## src/sv/sha1_pkg.sv

```systemverilog
package sha1_pkg;

	localparam int ROUNDS = 80;
	localparam int BLOCK_WORDS = 16;
	localparam int DIGEST_WORDS = 5;
	localparam int COUNT_W = 61;

	localparam logic [6:0] LAST_ROUND = 7'(ROUNDS - 1);
	localparam logic [2:0] LAST_WORD_IDX = 3'(DIGEST_WORDS - 1);

	localparam logic [0:0] OP_ABSORB = 1'b0;
	localparam logic [0:0] OP_FINISH = 1'b1;

	localparam logic [7:0] PAD_BYTE = 8'h80;

	localparam logic [31:0] K0 = 32'h5A827999;
	localparam logic [31:0] K1 = 32'h6ED9EBA1;
	localparam logic [31:0] K2 = 32'h8F1BBCDC;
	localparam logic [31:0] K3 = 32'hCA62C1D6;

	localparam logic [31:0] H_INIT [DIGEST_WORDS] = '{
		32'h67452301, 32'hEFCDAB89, 32'h98BADCFE, 32'h10325476, 32'hC3D2E1F0
	};

	typedef struct packed {
		logic [0:0] opcode;
		logic [7:0] data_byte;
	} in_item_t;

	typedef struct packed {
		logic [31:0] digest_word;
		logic [2:0]  word_index;
		logic [0:0]  last_word;
	} out_item_t;

	typedef struct packed {
		logic       absorb;
		logic       pad1;
		logic       pad2;
		logic       load;
		logic       round_en;
		logic       update;
		logic       clear;
		logic [6:0] round;
		logic [2:0] word_sel;
	} cmd_t;

	typedef struct packed {
		logic block_full;
		logic long_tail;
	} status_t;

endpackage

```

## src/sv/sha1_ctrl.sv

```systemverilog
module sha1_ctrl (
	input  logic                clk,
	input  logic                arst_n,
	input  logic                msg_valid,
	output logic                msg_ready,
	input  logic [0:0]          opcode,
	output logic                digest_valid,
	input  logic                digest_ready,
	output logic [2:0]          word_index,
	output logic [0:0]          last_word,
	output sha1_pkg::cmd_t      cmd,
	input  sha1_pkg::status_t   status
);

	typedef enum logic [6:0] {
		ST_IDLE   = 7'b0000001,
		ST_PAD1   = 7'b0000010,
		ST_PAD2   = 7'b0000100,
		ST_LOAD   = 7'b0001000,
		ST_ROUND  = 7'b0010000,
		ST_UPDATE = 7'b0100000,
		ST_EMIT   = 7'b1000000
	} state_t;

	state_t     state_q;
	logic [6:0] round_q;
	logic [2:0] word_q;
	logic       fin_q;
	logic       two_q;
	logic       msg_fire;
	logic       digest_fire;

	assign msg_ready    = (state_q == ST_IDLE);
	assign digest_valid = (state_q == ST_EMIT);
	assign msg_fire     = msg_valid && msg_ready;
	assign digest_fire  = digest_valid && digest_ready;
	assign word_index   = word_q;
	assign last_word    = 1'(word_q == sha1_pkg::LAST_WORD_IDX);

	always_comb begin
		cmd          = '0;
		cmd.absorb   = msg_fire && (opcode == sha1_pkg::OP_ABSORB);
		cmd.pad1     = (state_q == ST_PAD1);
		cmd.pad2     = (state_q == ST_PAD2);
		cmd.load     = (state_q == ST_LOAD);
		cmd.round_en = (state_q == ST_ROUND);
		cmd.update   = (state_q == ST_UPDATE);
		cmd.clear    = digest_fire && (word_q == sha1_pkg::LAST_WORD_IDX);
		cmd.round    = round_q;
		cmd.word_sel = word_q;
	end

	always_ff @(posedge clk or negedge arst_n) begin
		if (!arst_n) begin
			state_q <= ST_IDLE;
			round_q <= '0;
			word_q  <= '0;
			fin_q   <= 1'b0;
			two_q   <= 1'b0;
		end else begin
			case (state_q)
				ST_IDLE: begin
					if (msg_fire) begin
						if (opcode == sha1_pkg::OP_FINISH) begin
							fin_q   <= 1'b1;
							state_q <= ST_PAD1;
						end else if (status.block_full) begin
							state_q <= ST_LOAD;
						end
					end
				end
				ST_PAD1: begin
					two_q   <= status.long_tail;
					state_q <= ST_LOAD;
				end
				ST_PAD2: begin
					state_q <= ST_LOAD;
				end
				ST_LOAD: begin
					round_q <= '0;
					state_q <= ST_ROUND;
				end
				ST_ROUND: begin
					round_q <= round_q + 7'd1;
					if (round_q == sha1_pkg::LAST_ROUND) begin
						state_q <= ST_UPDATE;
					end
				end
				ST_UPDATE: begin
					if (fin_q && two_q) begin
						two_q   <= 1'b0;
						state_q <= ST_PAD2;
					end else if (fin_q) begin
						word_q  <= '0;
						state_q <= ST_EMIT;
					end else begin
						state_q <= ST_IDLE;
					end
				end
				ST_EMIT: begin
					if (digest_fire) begin
						if (word_q == sha1_pkg::LAST_WORD_IDX) begin
							fin_q   <= 1'b0;
							word_q  <= '0;
							state_q <= ST_IDLE;
						end else begin
							word_q <= word_q + 3'd1;
						end
					end
				end
				default: begin
					state_q <= ST_IDLE;
				end
			endcase
		end
	end

	a_round_range: assert property (@(posedge clk) disable iff (!arst_n)
		(state_q == ST_ROUND) |-> (round_q <= sha1_pkg::LAST_ROUND))
		else $error("round counter beyond last round");

	a_no_overlap: assert property (@(posedge clk) disable iff (!arst_n)
		digest_valid |-> !msg_ready)
		else $error("input taken while digest is being delivered");

	a_word_range: assert property (@(posedge clk) disable iff (!arst_n)
		digest_valid |-> (word_q <= sha1_pkg::LAST_WORD_IDX))
		else $error("digest word index out of range");

	a_last_to_idle: assert property (@(posedge clk) disable iff (!arst_n)
		(digest_fire && last_word == 1'b1) |=> (state_q == ST_IDLE && !fin_q))
		else $error("block did not return to idle after the last digest word");

endmodule

```

## src/sv/sha1_dp.sv

```systemverilog
module sha1_dp (
	input  logic                clk,
	input  logic                arst_n,
	input  logic [7:0]          data_byte,
	input  sha1_pkg::cmd_t      cmd,
	output sha1_pkg::status_t   status,
	output logic [31:0]         digest_word
);

	logic [31:0] buf_q [sha1_pkg::BLOCK_WORDS];
	logic [31:0] w_q [sha1_pkg::BLOCK_WORDS];
	logic [31:0] cv_q [sha1_pkg::DIGEST_WORDS];
	logic [31:0] a_q, b_q, c_q, d_q, e_q;
	logic [sha1_pkg::COUNT_W-1:0] count_q;

	logic [5:0]  pos;
	logic [3:0]  wi;
	logic [1:0]  lane;
	logic        long_tail;
	logic [63:0] bit_len;
	logic [31:0] sched;
	logic [31:0] wt;
	logic [31:0] f;
	logic [31:0] k;
	logic [31:0] tmp;

	function automatic logic [31:0] put_byte(logic [31:0] word, logic [1:0] ln,
		logic [7:0] b);
		logic [31:0] r;
		r = word;
		case (ln)
			2'd0: r = {b, 24'h000000};
			2'd1: r[23:16] = b;
			2'd2: r[15:8] = b;
			2'd3: r[7:0] = b;
			default: r = word;
		endcase
		return r;
	endfunction

	assign pos       = count_q[5:0];
	assign wi        = pos[5:2];
	assign lane      = pos[1:0];
	assign long_tail = (pos > 6'd55);
	assign bit_len   = {count_q, 3'b000};

	assign status.block_full = (pos == 6'd63);
	assign status.long_tail  = long_tail;

	assign digest_word = cv_q[cmd.word_sel];

	assign sched = w_q[13] ^ w_q[8] ^ w_q[2] ^ w_q[0];
	assign wt    = (cmd.round < 7'd16) ? w_q[0] : {sched[30:0], sched[31]};

	always_comb begin
		if (cmd.round < 7'd20) begin
			f = (b_q & c_q) | (~b_q & d_q);
			k = sha1_pkg::K0;
		end else if (cmd.round < 7'd40) begin
			f = b_q ^ c_q ^ d_q;
			k = sha1_pkg::K1;
		end else if (cmd.round < 7'd60) begin
			f = (b_q & c_q) | (b_q & d_q) | (c_q & d_q);
			k = sha1_pkg::K2;
		end else begin
			f = b_q ^ c_q ^ d_q;
			k = sha1_pkg::K3;
		end
	end

	assign tmp = {a_q[26:0], a_q[31:27]} + f + e_q + k + wt;

	always_ff @(posedge clk) begin
		for (int i = 0; i < sha1_pkg::BLOCK_WORDS; i++) begin
			if (cmd.absorb && wi == 4'(i)) begin
				buf_q[i] <= put_byte(buf_q[i], lane, data_byte);
			end else if (cmd.pad1) begin
				if (wi == 4'(i)) begin
					buf_q[i] <= put_byte(buf_q[i], lane, sha1_pkg::PAD_BYTE);
				end else if (4'(i) > wi) begin
					if (!long_tail && i == 14) begin
						buf_q[i] <= bit_len[63:32];
					end else if (!long_tail && i == 15) begin
						buf_q[i] <= bit_len[31:0];
					end else begin
						buf_q[i] <= '0;
					end
				end
			end else if (cmd.pad2) begin
				if (i == 14) begin
					buf_q[i] <= bit_len[63:32];
				end else if (i == 15) begin
					buf_q[i] <= bit_len[31:0];
				end else begin
					buf_q[i] <= '0;
				end
			end
		end
	end

	always_ff @(posedge clk) begin
		if (cmd.load) begin
			for (int i = 0; i < sha1_pkg::BLOCK_WORDS; i++) begin
				w_q[i] <= buf_q[i];
			end
			a_q <= cv_q[0];
			b_q <= cv_q[1];
			c_q <= cv_q[2];
			d_q <= cv_q[3];
			e_q <= cv_q[4];
		end else if (cmd.round_en) begin
			for (int i = 0; i < sha1_pkg::BLOCK_WORDS - 1; i++) begin
				w_q[i] <= w_q[i+1];
			end
			w_q[sha1_pkg::BLOCK_WORDS-1] <= wt;
			a_q <= tmp;
			b_q <= a_q;
			c_q <= {b_q[1:0], b_q[31:2]};
			d_q <= c_q;
			e_q <= d_q;
		end
	end

	always_ff @(posedge clk or negedge arst_n) begin
		if (!arst_n) begin
			for (int i = 0; i < sha1_pkg::DIGEST_WORDS; i++) begin
				cv_q[i] <= sha1_pkg::H_INIT[i];
			end
			count_q <= '0;
		end else begin
			if (cmd.update) begin
				cv_q[0] <= cv_q[0] + a_q;
				cv_q[1] <= cv_q[1] + b_q;
				cv_q[2] <= cv_q[2] + c_q;
				cv_q[3] <= cv_q[3] + d_q;
				cv_q[4] <= cv_q[4] + e_q;
			end else if (cmd.clear) begin
				for (int i = 0; i < sha1_pkg::DIGEST_WORDS; i++) begin
					cv_q[i] <= sha1_pkg::H_INIT[i];
				end
			end
			if (cmd.clear) begin
				count_q <= '0;
			end else if (cmd.absorb) begin
				count_q <= count_q + 61'd1;
			end
		end
	end

endmodule

```

## src/sv/sha1_message_digest_top.sv

```systemverilog
// SHA-1 hash engine that takes a message one byte per item and returns the
// 160-bit digest as five 32-bit words, most significant first, the fifth
// marked as last. Every 64th byte starts a block (block load, 80 rounds of
// the single round unit, chaining update) during which no item is taken.
// A finish item pads the message and runs one final block, or two when 56
// or more bytes of the last block are in use, then presents the five digest
// words, one per cycle while the receiver is ready. New input is taken again
// after the last word.
module sha1_message_digest_top (
	input  logic                  clk,
	input  logic                  arst_n,
	input  logic                  msg_valid,
	output logic                  msg_ready,
	input  sha1_pkg::in_item_t    msg,
	output logic                  digest_valid,
	input  logic                  digest_ready,
	output sha1_pkg::out_item_t   digest
);

	sha1_pkg::cmd_t    cmd;
	sha1_pkg::status_t status;
	logic [31:0]       word;
	logic [2:0]        word_index;
	logic [0:0]        last_word;

	sha1_ctrl u_ctrl (
		.clk          (clk),
		.arst_n       (arst_n),
		.msg_valid    (msg_valid),
		.msg_ready    (msg_ready),
		.opcode       (msg.opcode),
		.digest_valid (digest_valid),
		.digest_ready (digest_ready),
		.word_index   (word_index),
		.last_word    (last_word),
		.cmd          (cmd),
		.status       (status)
	);

	sha1_dp u_dp (
		.clk         (clk),
		.arst_n      (arst_n),
		.data_byte   (msg.data_byte),
		.cmd         (cmd),
		.status      (status),
		.digest_word (word)
	);

	assign digest.digest_word = word;
	assign digest.word_index  = word_index;
	assign digest.last_word   = last_word;

endmodule
```

## config.mk

```make
export PLATFORM = sky130hd
export DESIGN_NAME = sha1_message_digest_top
export DESIGN_NICKNAME = d
export VERILOG_FILES = /design/src/sv/sha1_pkg.sv /design/src/sv/sha1_ctrl.sv /design/src/sv/sha1_dp.sv /design/src/sv/sha1_message_digest_top.sv
export SDC_FILE = /design/constraint.sdc
export NUM_CORES = 2
export LEC_CHECK = 0
export BUFFER_PORTS_ARGS = -buffer_cell sky130_fd_sc_hd__buf_4
export CAP_MARGIN = 25
export CORE_AREA = 2 2 544 384
export CTS_CLUSTER_DIAMETER = 100
export DETAILED_ROUTE_END_ITERATION = 8
export DIE_AREA = 0 0 546 386
export SETUP_SLACK_MARGIN = 0.02
export SYNTH_ARGS = -nofsm -noshare
export SYNTH_HDL_FRONTEND = slang
export SYNTH_HIERARCHICAL = 1
export SYNTH_SLANG_ARGS = --single-unit
```

## constraint.sdc

```tcl
create_clock -name clk -period 25.9 [get_ports clk]
set_input_delay 5.18 -clock clk [delete_from_list [all_inputs] [get_ports clk]]
set_output_delay 5.18 -clock clk [all_outputs]
set_load 0.01 [all_outputs]
```

==> flow_summary.toml <==
[setup_path]
path_delay_family = "buffers and inverters"
ff2ff_path_depth = 21
slowest_stage = "buf_4"
required_ps = 20720
critPathBufInv = 3
r2r-end = "u_dp/a_q[30]"
r2r-start = "u_ctrl/round_q[2]"
endpoint_kind = "output port"
crit_type = "flop to output port"
critical_path.max_fanout = 34
crit_chain = "buf_4 > nand2b_1 > buf_4 > o22ai_1 > buf_4"
cpPeakStageDelay_ps = 580
cp.arrival_ps = 3130
timing.critical_path.mode_cell = "buf_4"
crit_path_start_kind = "flop"
reg2reg_slack_ps = 18730

[yosys]
yosysSeqAreaShare = 0.5661
synthFlopType = "edfxtp_1"
syn_area_um2 = 73590
synth-async-reset-ratio = 0.1685
synthCells = 5951
ys_warn_count = 6
avgSynthCellArea_um2 = 12.37
netlist-cell-type-count = 98
synth_edf_count = 1184
synth_seq_cells = 1424
synth_fp_nets = 6289

[pwr]
fin_total_pwr_w = 0.007573
leakage_nw = 30.49
switching_power_w = 0.002536
seqPwrFrac = 0.411
p_sw_frac = 0.3349
power_density_nw_per_um2 = 92.27
irDropWorstVdd_uv = 62.32
clkPwrFrac = 0.281
internal_power_w = 0.005037
p_comb_frac = 0.308

[global_routing]
grt_pass1_wl_um = 313300
grt_overflow = 0
antenna_found_initial = 13
grt_pass1_vias = 46748
grt_max_degree = 154
grtUsageTotal = 0.1960

[detailed_routing]
drt_wl_total_um = 211600
vias = 48513
drtIter0Drc = 5758
drc = 0
wl_per_cell_um = 23.94
detail-route-antenna-nets = 0
m1WireLength_um = 104700
wl_met2_um = 88220
firstDrtPassIters = 6
top_layer_used = "met4"
wl_met3_um = 15250
vias_per_cell = 5.489

[clocking]
clock-sinks = 1424
hold_buffers = 0
cts_inserted_buffers = 152
clk_path_buf_depth = 4
clk_pin_slew_ps = 70
htree_levels = 4
postCtsSetupRepairBufs = 0
cts_root_buf = "clkbuf_16"
cts-resized-gates = 0
clkLatencyLatePin_ps = 800
cts_tree = "built"

[timing]
worst_slew_pin_slew_ps = 1230
fin_tns_setup_ps = 0
setup_viol = 0
period_needed_ps = 8314
maxSlewViolCount = 0
max_freq_ghz = 0.1203
slew_headroom = 0.1799
post-route-period-util = 0.3210
hold_viol = 0
rsz0062_at_grt = "false"
fin_skew_ps = 56.53

[placed_design]
port_buffers = 50
gp_congestion = 0.9057
place_inst = 8562
hpwl_um = 144400

[floorplanning]
io_pins = 51
core_area_um2 = 206200
start_util = 0.3569
rows = 140
die_area_um2 = 210800
dieHeight_um = 386
die_x_um = 546

[layout]
drive_above_1_share = 0.1852
nets = 6295
area_growth_pct = 11.52
utilization = 0.3981
final-instance-count-excl-fill = 8838

[run]
cap_violations = 0

[min_path]
hp-start = "u_dp/buf_q[1][161]"
hold_path_class = "flop to flop"
hold_depth = 1
hold_path_end = "u_dp/w_q[1][161]"

[outcome]
status = "completed"
metal layers:
layer  track usage  vias to the layer above
met5             0                        -
met2        0.2789                     1790
met3       0.02619                      215
met1        0.3139                    24801
met4       0.03792                        0
li1              -                    21707
cells in the mapped netlist (all sizes together) (26+ instances only):
cell    instances  area (um2)
a21o           78       585.6
a21oi         341        1707
and2          153       957.2
and3          286        1789
buf            33       163.9
clkbuf        298        1119
dfrtp         159        3979
dfstp          81        2128
edfxtp       1184       35550
fa            125        2502
ha            200        2502
inv           259       972.2
mux2          581        6546
mux2i         107        1071
nand2         412        1546
nand2b         36       225.2
nand3          66       345.3
nor2          354        1336
nor2b          49       306.5
nor3           56       307.8
o21a           26       195.2
o21ai         332        1665
o22ai          52       325.3
o31ai          33       252.7
or3            33       211.5
xnor2         195        1708
xor2          112       980.9
worst max-delay path by stage:
stage	start	endpoint	slack, ps	cells after the start
after floorplan	u_ctrl/state_q[2]	u_dp/a_q[0]	14860	8
after global placement	digest_ready	u_dp/count_q[56]	17450	11
after detailed placement	digest_ready	u_dp/count_q[56]	17460	11
after CTS	u_ctrl/word_index[2]	digest[4]	17480	6
after global routing	u_ctrl/word_index[2]	digest[34]	17480	6
final	u_ctrl/word_index[2]	digest[4]	17590	5
state kept, by name, summed over array words and instances (netlist names):
signal and cells:
u_dp/e_q 32, u_ctrl/fin_q 1, u_dp/cv_q 160, u_ctrl/round_q 7, u_dp/buf_q 512, u_dp/count_q 61, u_dp/w_q 512, u_ctrl/word_index 3
u_ctrl/two_q 1, u_ctrl/state_q 7, u_dp/c_q 32, u_dp/b_q 32, u_dp/d_q 32, u_dp/a_q 32
layout make-up:
class / instances / area [um2]
Clock inverter: 70 / 565.5
Sequential cell: 1424 / 41670
Clock buffer: 195 / 4140
Inverter: 261 / 988.4
Timing Repair Buffer: 183 / 1475
Fill cell: 19418 / 124100
Tap cell: 2769 / 3465
Antenna cell: 1 / 2.502
Multi-Input combinational cell: 3935 / 29770
power groups by stage:
| stage | sequential (W) | clock, W | combinational (W) |
|---|---|---|---|
| global route | 0.00314 | 0.00226 | 0.00256 |
| CTS | 0.00311 | 0.00217 | 0.00231 |
| floorplan | 0.00310 | 0 | 0.00163 |
| detailed placement | 0.00315 | 0 | 0.00229 |
| finish | 0.00311 | 0.00213 | 0.00234 |
| global placement | 0.00314 | 0 | 0.00224 |
layout by cell type, fill, tap and decap left out, drive strengths merged, types with 22 or more instances in the layout:
| cell | count |
|---|---|
| nor3 | 56 |
| or3 | 33 |
| a22o | 22 |
| o21ai | 332 |
| o21a | 26 |
| ha | 200 |
| o21bai | 24 |
| edfxtp | 1184 |
| inv | 264 |
| and3 | 286 |
| buf | 183 |
| a21oi | 341 |
| mux2i | 107 |
| nor2b | 49 |
| clkbuf | 195 |
| dfstp | 81 |
| o22ai | 52 |
| mux2 | 581 |
| nand3 | 66 |
| o31ai | 33 |
| fa | 125 |
| xor2 | 112 |
| nor2 | 354 |
| a21o | 78 |
| nand2 | 412 |
| dfrtp | 159 |
| nand2b | 36 |
| xnor2 | 195 |
| clkinv | 53 |
| and2 | 153 |
stage by stage:
stage	setup WS (ps)	hold slack, ps	area (um2)
2_1_floorplan	14860	492.8	73590
3_3_place_gp	17450	502.2	77170
3_5_place_dp	17460	511.3	77260
4_1_cts	17480	510.6	81960
5_1_grt	17480	531.1	82070
6_report	17590	512.5	82070
logic make-up (layout without fill, tap and decap cells):
kind of cell             after synthesis  count (layout)  synth area share
AND/OR/NAND/NOR                     1512            1512            0.1025
other                                  0               1                 0
AO/OA/AOI/OAI                       1103            1103           0.09264
adder cells (fa/ha/maj)              325             325           0.06801
XOR/XNOR                             307             307           0.03654
buffers and inverters                592             709           0.03074
flip-flops                          1424            1424            0.5661
multiplexers                         688             688            0.1035
worst reg2reg max path: stages, from the launching register on:
cell and delay [ps]:
dfrtp_1 460, a41oi_1 250, buf_4 250, nand2_1 100, inv_1 70, buf_4 380
nor2_2 100, inv_1 750, o221ai_1 540, fa_1 650, inv_1 50, fa_1 470
ha_1 370, a211oi_1 270, o21bai_1 150, or4_1 510, o21ai_2 260, o31ai_1 170
o41ai_1 570, o21ai_1 250, xnor2_1 190, o21ai_1 80
(Power assumes the default switching activity.)
